==> src/hdl/lurm_pkg.sv <==
`timescale 1ns / 1ps

package lurm_pkg;

  localparam logic [3:0] REG_FOCAL_X       = 4'd0;
  localparam logic [3:0] REG_FOCAL_Y       = 4'd1;
  localparam logic [3:0] REG_CENTRE_X      = 4'd2;
  localparam logic [3:0] REG_CENTRE_Y      = 4'd3;
  localparam logic [3:0] REG_RADIAL_K1     = 4'd4;
  localparam logic [3:0] REG_RADIAL_K2     = 4'd5;
  localparam logic [3:0] REG_TANGENTIAL_P1 = 4'd6;
  localparam logic [3:0] REG_TANGENTIAL_P2 = 4'd7;

  localparam logic signed [35:0] ONE_Q24 = 36'sh001000000;
  localparam logic signed [31:0] S32_MAX = 32'sh7fffffff;
  localparam logic signed [31:0] S32_MIN = 32'sh80000000;

  typedef struct packed {
    logic        [19:0] focal_x;
    logic        [19:0] focal_y;
    logic        [19:0] centre_x;
    logic        [19:0] centre_y;
    logic signed [31:0] radial_k1;
    logic signed [31:0] radial_k2;
    logic signed [31:0] tangential_p1;
    logic signed [31:0] tangential_p2;
  } cfg_t;

  function automatic logic signed [31:0] sat32(input logic signed [63:0] v);
    logic signed [31:0] r;
    if (v > 64'(S32_MAX)) begin
      r = S32_MAX;
    end else if (v < 64'(S32_MIN)) begin
      r = S32_MIN;
    end else begin
      r = v[31:0];
    end
    return r;
  endfunction

endpackage

==> src/hdl/lurm_norm.sv <==
`timescale 1ns / 1ps

module lurm_norm (
  input  logic               clk,
  input  logic               rst,
  input  logic               adv,
  input  logic               vin,
  input  logic        [11:0] pix,
  input  logic        [19:0] centre,
  input  logic        [19:0] focal,
  output logic               vout,
  output logic signed [31:0] norm
);

  localparam int Steps = 8;
  localparam int Bits  = 4;

  logic               v    [0:Steps];
  logic               neg  [0:Steps];
  logic               ovf  [0:Steps];
  logic        [20:0] mag  [0:Steps];
  logic        [19:0] fdiv [0:Steps];
  logic        [19:0] rem  [0:Steps];
  logic        [31:0] quo  [0:Steps];

  logic signed [20:0] d0;
  logic        [20:0] mag0;
  logic        [19:0] f0;

  always_comb begin
    d0   = $signed({1'b0, pix, 8'b0}) - $signed({1'b0, centre});
    mag0 = d0[20] ? 21'(-d0) : 21'(d0);
    f0   = (focal == 20'd0) ? 20'd1 : focal;
  end

  always_ff @(posedge clk) begin
    if (rst) begin
      v[0] <= 1'b0;
    end else if (adv) begin
      v[0] <= vin;
    end
    if (adv) begin
      neg[0]  <= d0[20];
      mag[0]  <= mag0;
      fdiv[0] <= f0;
      ovf[0]  <= {6'b0, mag0} >= {f0, 7'b0};
      rem[0]  <= {7'b0, mag0[20:8]};
      quo[0]  <= '0;
    end
  end

  // restoring division, four quotient bits per stage
  for (genvar s = 0; s < Steps; s++) begin : g_step
    logic [31:0] num;
    logic [20:0] t;
    logic [19:0] r;
    logic [31:0] q;

    always_comb begin
      num = {mag[s][7:0], 24'b0};
      r   = rem[s];
      q   = quo[s];
      t   = '0;
      for (int j = 0; j < Bits; j++) begin
        t = {r, num[31 - (s * Bits + j)]};
        if (t >= {1'b0, fdiv[s]}) begin
          t = t - {1'b0, fdiv[s]};
          q[31 - (s * Bits + j)] = 1'b1;
        end
        r = t[19:0];
      end
    end

    always_ff @(posedge clk) begin
      if (rst) begin
        v[s+1] <= 1'b0;
      end else if (adv) begin
        v[s+1] <= v[s];
      end
      if (adv) begin
        neg[s+1]  <= neg[s];
        ovf[s+1]  <= ovf[s];
        mag[s+1]  <= mag[s];
        fdiv[s+1] <= fdiv[s];
        rem[s+1]  <= r;
        quo[s+1]  <= q;
      end
    end
  end

  always_ff @(posedge clk) begin
    if (rst) begin
      vout <= 1'b0;
    end else if (adv) begin
      vout <= v[Steps];
    end
    if (adv) begin
      if (ovf[Steps]) begin
        norm <= neg[Steps] ? lurm_pkg::S32_MIN : lurm_pkg::S32_MAX;
      end else begin
        norm <= neg[Steps] ? -$signed(quo[Steps]) : $signed(quo[Steps]);
      end
    end
  end

endmodule

==> config.mk <==
export PLATFORM = sky130hd
export DESIGN_NAME = lurm_norm
export DESIGN_NICKNAME = d
export VERILOG_FILES = /design/src/hdl/lurm_pkg.sv /design/src/hdl/lurm_norm.sv
export SDC_FILE = /design/constraint.sdc
export NUM_CORES = 2
export LEC_CHECK = 0
export ABC_AREA = 0
export BUFFER_PORTS_ARGS = -buffer_cell sky130_fd_sc_hd__buf_2
export CAP_MARGIN = 20
export CORE_MARGIN = 5
export CORE_UTILIZATION = 40
export CTS_CLUSTER_DIAMETER = 120
export CTS_CLUSTER_SIZE = 40
export DETAILED_ROUTE_END_ITERATION = 6
export GPL_TIMING_DRIVEN = 0
export PLACE_DENSITY = 0.62
export SLEW_MARGIN = 30
export SYNTH_ARGS = -nofsm -noshare
export SYNTH_HDL_FRONTEND = slang
export SYNTH_SLANG_ARGS = --single-unit
==> constraint.sdc <==
create_clock -name clk -period 10.7 [get_ports clk]
set_input_delay 2.14 -clock clk [delete_from_list [all_inputs] [get_ports clk]]
set_output_delay 2.14 -clock clk [all_outputs]
set_load 0.01 [all_outputs]
# --- After elaboration in Yosys (flattened, before gate mapping) ---
# Memories as Yosys holds them, arrays and structs flattened. A register that Yosys moved wholly into a read port is not among the register bits.
# Cells that the tools add are included.
# W data, S select, Z words.
word_totals:
  register_bits: 32
  latchBits: 0
  mem_bits_rw: 864
  mem_bits_ro: 0
  input_bits: 56
  output_inout_bits: 33
  wordCells: 170
  memories: 7
classes:
  n_addsub: 35
  multipliers: 0
  div: 0
  n_lt_le_gt_ge: 33
  n_eq_ne: 0
  n_shift: 0
  mux: 84
  n_bitwise: 9
  n_reduce_logical: 1
memory_table:
  columns: ["name", "depth", "width", "rd", "rd_clocked_by_memory_dff", "write_ports", "line", "rtl"]
  rows:
  - ["quo", 9, 32, 9, 0, 9, "lurm_norm.sv:24", "logic [31:0] quo [0:Steps];"]
  - ["mag", 9, 21, 8, 0, 9, "lurm_norm.sv:21", "logic [20:0] mag [0:Steps];"]
  - ["fdiv", 9, 20, 8, 0, 9, "lurm_norm.sv:22", "logic [19:0] fdiv [0:Steps];"]
  - ["rem", 9, 20, 8, 0, 9, "lurm_norm.sv:23", "logic [19:0] rem [0:Steps];"]
  - ["neg", 9, 1, 9, 0, 9, "lurm_norm.sv:19", "logic neg [0:Steps];"]
  - ["ovf", 9, 1, 9, 0, 9, "lurm_norm.sv:20", "logic ovf [0:Steps];"]
  - ["1 more memories", null, null, null, null, null, null, null]
ops:
  columns: ["op", "n"]
  rows:
  - ["$ge A21 B20 Y1", 32]
  - ["$mux W20", 33]
  - ["$sub A20 B20 Y20", 32]
  - ["$mux W32", 3]
  - ["$mux W1", 47]
  - ["$neg A32 Y32", 1]
  - ["$ge A21 B27 Y1", 1]
  - ["$mux W21", 1]
  - ["$neg A21 Y21", 1]
  - ["$sub A20 B20 Y21", 1]
  - ["$logic_not A20 Y1", 1]
  - ["$or A1 B1 Y1", 9]

# --- Logic depth before layout (Yosys ltp) ---
# An unclocked memory read counts as a cell.
logic_depth:
  ltp_word: 9
  depth_mapped: 53
  ltp_nobuf: 48

# --- Least setup slack after synthesis ---
# OpenSTA, ideal clock, no wires.
synth_path:
  path_type: "register -> register"
  startpoint: "memory fdiv[0][1]"
  endpoint: "memory rem[1][11], in the netlist rem[0][31], data pin"
  setup_time_ns: 0.260
  arrival_time_ns: 10.519
  required_ns: 10.440
  slack_ns: -0.079
  path_stages_with_launch: 50
  path_buffers: 5
  synth_period_minus_slack_ns: 10.779
  path_cell_list: "edfxtp_1 inv_1 ha_1 nor2b_1 o21ai_0 a21boi_0 o31ai_1 nand2_1 o221ai_1 clkbuf_1 mux2_2 inv_1 ha_1 nor2b_1 o31ai_1 a21oi_1 a21oi_1 o21ai_0 [14 not listed] nor2_1 o31a_1 clkbuf_1 nand2_1 o21ai_0 ha_1 nor2b_1 o31a_1 o21ai_0 a31oi_1 o41ai_1 o211ai_1 o21ai_0 a21oi_1 a311oi_1 o21ai_0 clkbuf_1 mux2_2"
synth_rtl:
  columns: ["item", "line"]
  rows:
  - ["from (decl)", "lurm_norm.sv:22"]
  - ["to (decl)", "lurm_norm.sv:23"]

==> impl_metrics.tcl <==
set metrics [dict create \
    ys.warnings.count 0 \
    port_buffers 87 \
    synth_top_cells_by_area "sky130_fd_sc_hd__edfxtp_1 29%, sky130_fd_sc_hd__ha_1 15%, sky130_fd_sc_hd__mux2_2 7.1%" \
    setup-violations-final 0 \
    post_synth_num_cell_types 107 \
    syn-instance-count 5983 \
    critical_path_peak_fanout 6 \
    period_minus_slack_ns 10.68 \
    worst_setup_path_end_kind "flop" \
    crit_path_launch_type "flop" \
    maxClockFrequency_mhz 93.6 \
    timing.slew.headroom_pct 45.0 \
    crit_buf_inv 9 \
    min_delay_path_class "reg2reg" \
    avgSynthCellArea_um2 9.13 \
    drtIter0Drc 3719 \
    postCtsHoldBufs 0 \
    initial_core_util_pct 40.3 \
    placeableCoreArea_um2 136000 \
    overflow 0 \
    cts_tree "done" \
    final_worst_path_period_share_pct 99.8 \
    tns_ns 0 \
    wp_depth 50 \
    worstRegToRegCells 50 \
    synthesis.area_um2 54600 \
    post-synth-top-area-cell "sky130_fd_sc_hd__edfxtp_1" \
    cts.clk_slew.worst_paths_ns 0.14 \
    finalHoldViolCount 0 \
    synth-edff-count 528 \
    place_hpwl_um 122000 \
    ioPinCount 89 \
    worst-slew-pin-transition_ns 0.804 \
    via_per_instance_ratio 5.74 \
    cts.sink_count 529 \
    net_count_synth 6697 \
    worstHoldPathCells 0 \
    area_growth_pct 18.4 \
    chipWidth_um 380 \
    globalplace.congestion 0.920 \
    worstHoldStart "quo[7][9]$_DFFE_PP_" \
    drt-pass1-iter-count 6 \
    rsz0062_at_grt "yes" \
    synth-async-reset-ratio_pct 0 \
    final_max_slew_viol_count 0 \
    crit_family "compound AO/OA/AOI/OAI gates" \
    routedWlPerCell_um 19.4 \
    finish.net_count 7130 \
    vias 47200 \
    htree_levels 1 \
    path_class "reg2reg" \
    cell_rows 135 \
    run_status "complete, no violations" \
    crit_required_ns 11.12 \
    grt_max_degree 96 \
    clock_path_buffers 3 \
    post_route_cells_drive_above_1_share_pct 22.7 \
    max_cap_viol_count 0 \
    initial_antenna_violation_count 5 \
    wire_length_of_the_first_global_routing_pass_um 241000 \
    postRouteAntennaNets 0 \
    max_stage_delay_ns 0.45 \
    cts_root_buffer "sky130_fd_sc_hd__clkbuf_16" \
    via_count_of_the_first_global_routing_pass 44000 \
    clock-skew-final_ns 0.0848 \
    wire_length_after_detailed_routing_um 159000 \
    drc 0 \
    die_h_um 380 \
    synth.cells.most_frequent "644 x sky130_fd_sc_hd__ha_1, 528 x sky130_fd_sc_hd__edfxtp_1, 497 x sky130_fd_sc_hd__a21oi_1, 453 x sky130_fd_sc_hd__nor2_1, 382 x sky130_fd_sc_hd__nand2_1" \
    synth.top_cell.area_share_pct 29.0 \
    synth_ff_type "sky130_fd_sc_hd__edfxtp_1" \
    worst_path_max_delay_cell "sky130_fd_sc_hd__a2111o_1" \
    synth.ff_latch_count 529 \
    fp.dieArea_um2 144000 \
    seq_area_frac_synth_pct 29.1 \
    insertion_delay_ns 0.69 \
    crit-reg2reg-launch "mag[0][24]$_DFFE_PP_" \
    groute.usage.overall_pct 20.3 \
    cts-buffers-inserted 28 \
    cp_common_cell "sky130_fd_sc_hd__a21oi_2" \
    synthMostInstantiatedCell "sky130_fd_sc_hd__ha_1" \
    critical_path.startpoint "mag[0][24]$_DFFE_PP_" \
    worst_ep_arrival_time_ns 11.10 \
]
[placed cells by master, fill, tap and decap left out, types with 105 or more instances in the layout]
cell type / n
sky130_fd_sc_hd__nor2_1: 435
sky130_fd_sc_hd__buf_4: 312
sky130_fd_sc_hd__a21o_1: 195
sky130_fd_sc_hd__ha_1: 540
sky130_fd_sc_hd__xor2_1: 179
sky130_fd_sc_hd__nand3_1: 111
sky130_fd_sc_hd__xnor2_1: 329
sky130_fd_sc_hd__o21ai_0: 286
sky130_fd_sc_hd__inv_1: 315
sky130_fd_sc_hd__nand2_1: 368
sky130_fd_sc_hd__o21a_1: 105
sky130_fd_sc_hd__nor3_1: 123
sky130_fd_sc_hd__edfxtp_1: 528
sky130_fd_sc_hd__mux2_2: 315
sky130_fd_sc_hd__a21oi_1: 438
[cell families after synthesis]
family,share of synthesized area [%]
muxes,8.74
AOI/OAI and AO/OA,20.4
xor gates and xnor gates,8.15
buffers and inverters,3.77
DFF,29.1
adders and majority gates,15.3
and+or+nand+nor,14.6
[routing by layer]
metal  global-route usage, %  routed length, um  share of wire [%]  vias to the layer above
met5                       0                  0                  0                        -
met4                    4.77               3860                2.4                        0
met3                    1.57               8060                5.1                      190
met2                    33.8              73200                 46                     1214
met1                    28.8              74100                 47                    22600
li1                        -                  -                  -                    23100
[stage by stage]
step | util, % | cell area, um^2 | hold WS [ns] | instances | setup slack, ns
global placement | 42.2 | 57300 | 0.401 | 7851 | -2.87
floorplan | - | 54600 | 0.400 | 5983 | 0.00762
global route | 47.7 | 64700 | 0.412 | 8217 | -0.428
CTS | 44.9 | 60800 | 0.403 | 8019 | 0.00263
detailed placement | 42.4 | 57400 | 0.405 | 7856 | -2.95
finish | 47.7 | 64700 | 0.403 | 8217 | 0.0197
[state kept, by name, summed over array words and instances, names as in the netlist]
signal,cells
mag,25
norm,32
quo,144
rem,140
v,9
fdiv,160
ovf,9
vout,1
neg,9
[cell type report]
type,count,area [um^2]
antenna,2,5.00
buffer,108,916
clock buffer,28,701
clock inverter,20,470
fill,12600,71000
inverter,399,1640
multi-input combinational,4935,39700
sequential,529,15900
tap,1781,2230
timing repair buffer,415,3140
[final timing paths]
path | endpoint | slack, ns
min | quo[8][9]$_DFFE_PP_ | 0.40
max | rem[0][53]$_DFFE_PP_ | 0.02
min reg2reg | quo[8][9]$_DFFE_PP_ | 0.40
max reg2reg | rem[0][53]$_DFFE_PP_ | 0.02
[repair_timing]
item                       CTS  global route
pin swaps                   79           191
gates cloned                 4             6
gates resized for setup    367           523
setup endpoints to repair  148           148
setup buffers              118           196
Power is left out: the tool's default activity adds up to more than one toggle a clock period on the data nets, which glitch-free logic cannot reach.
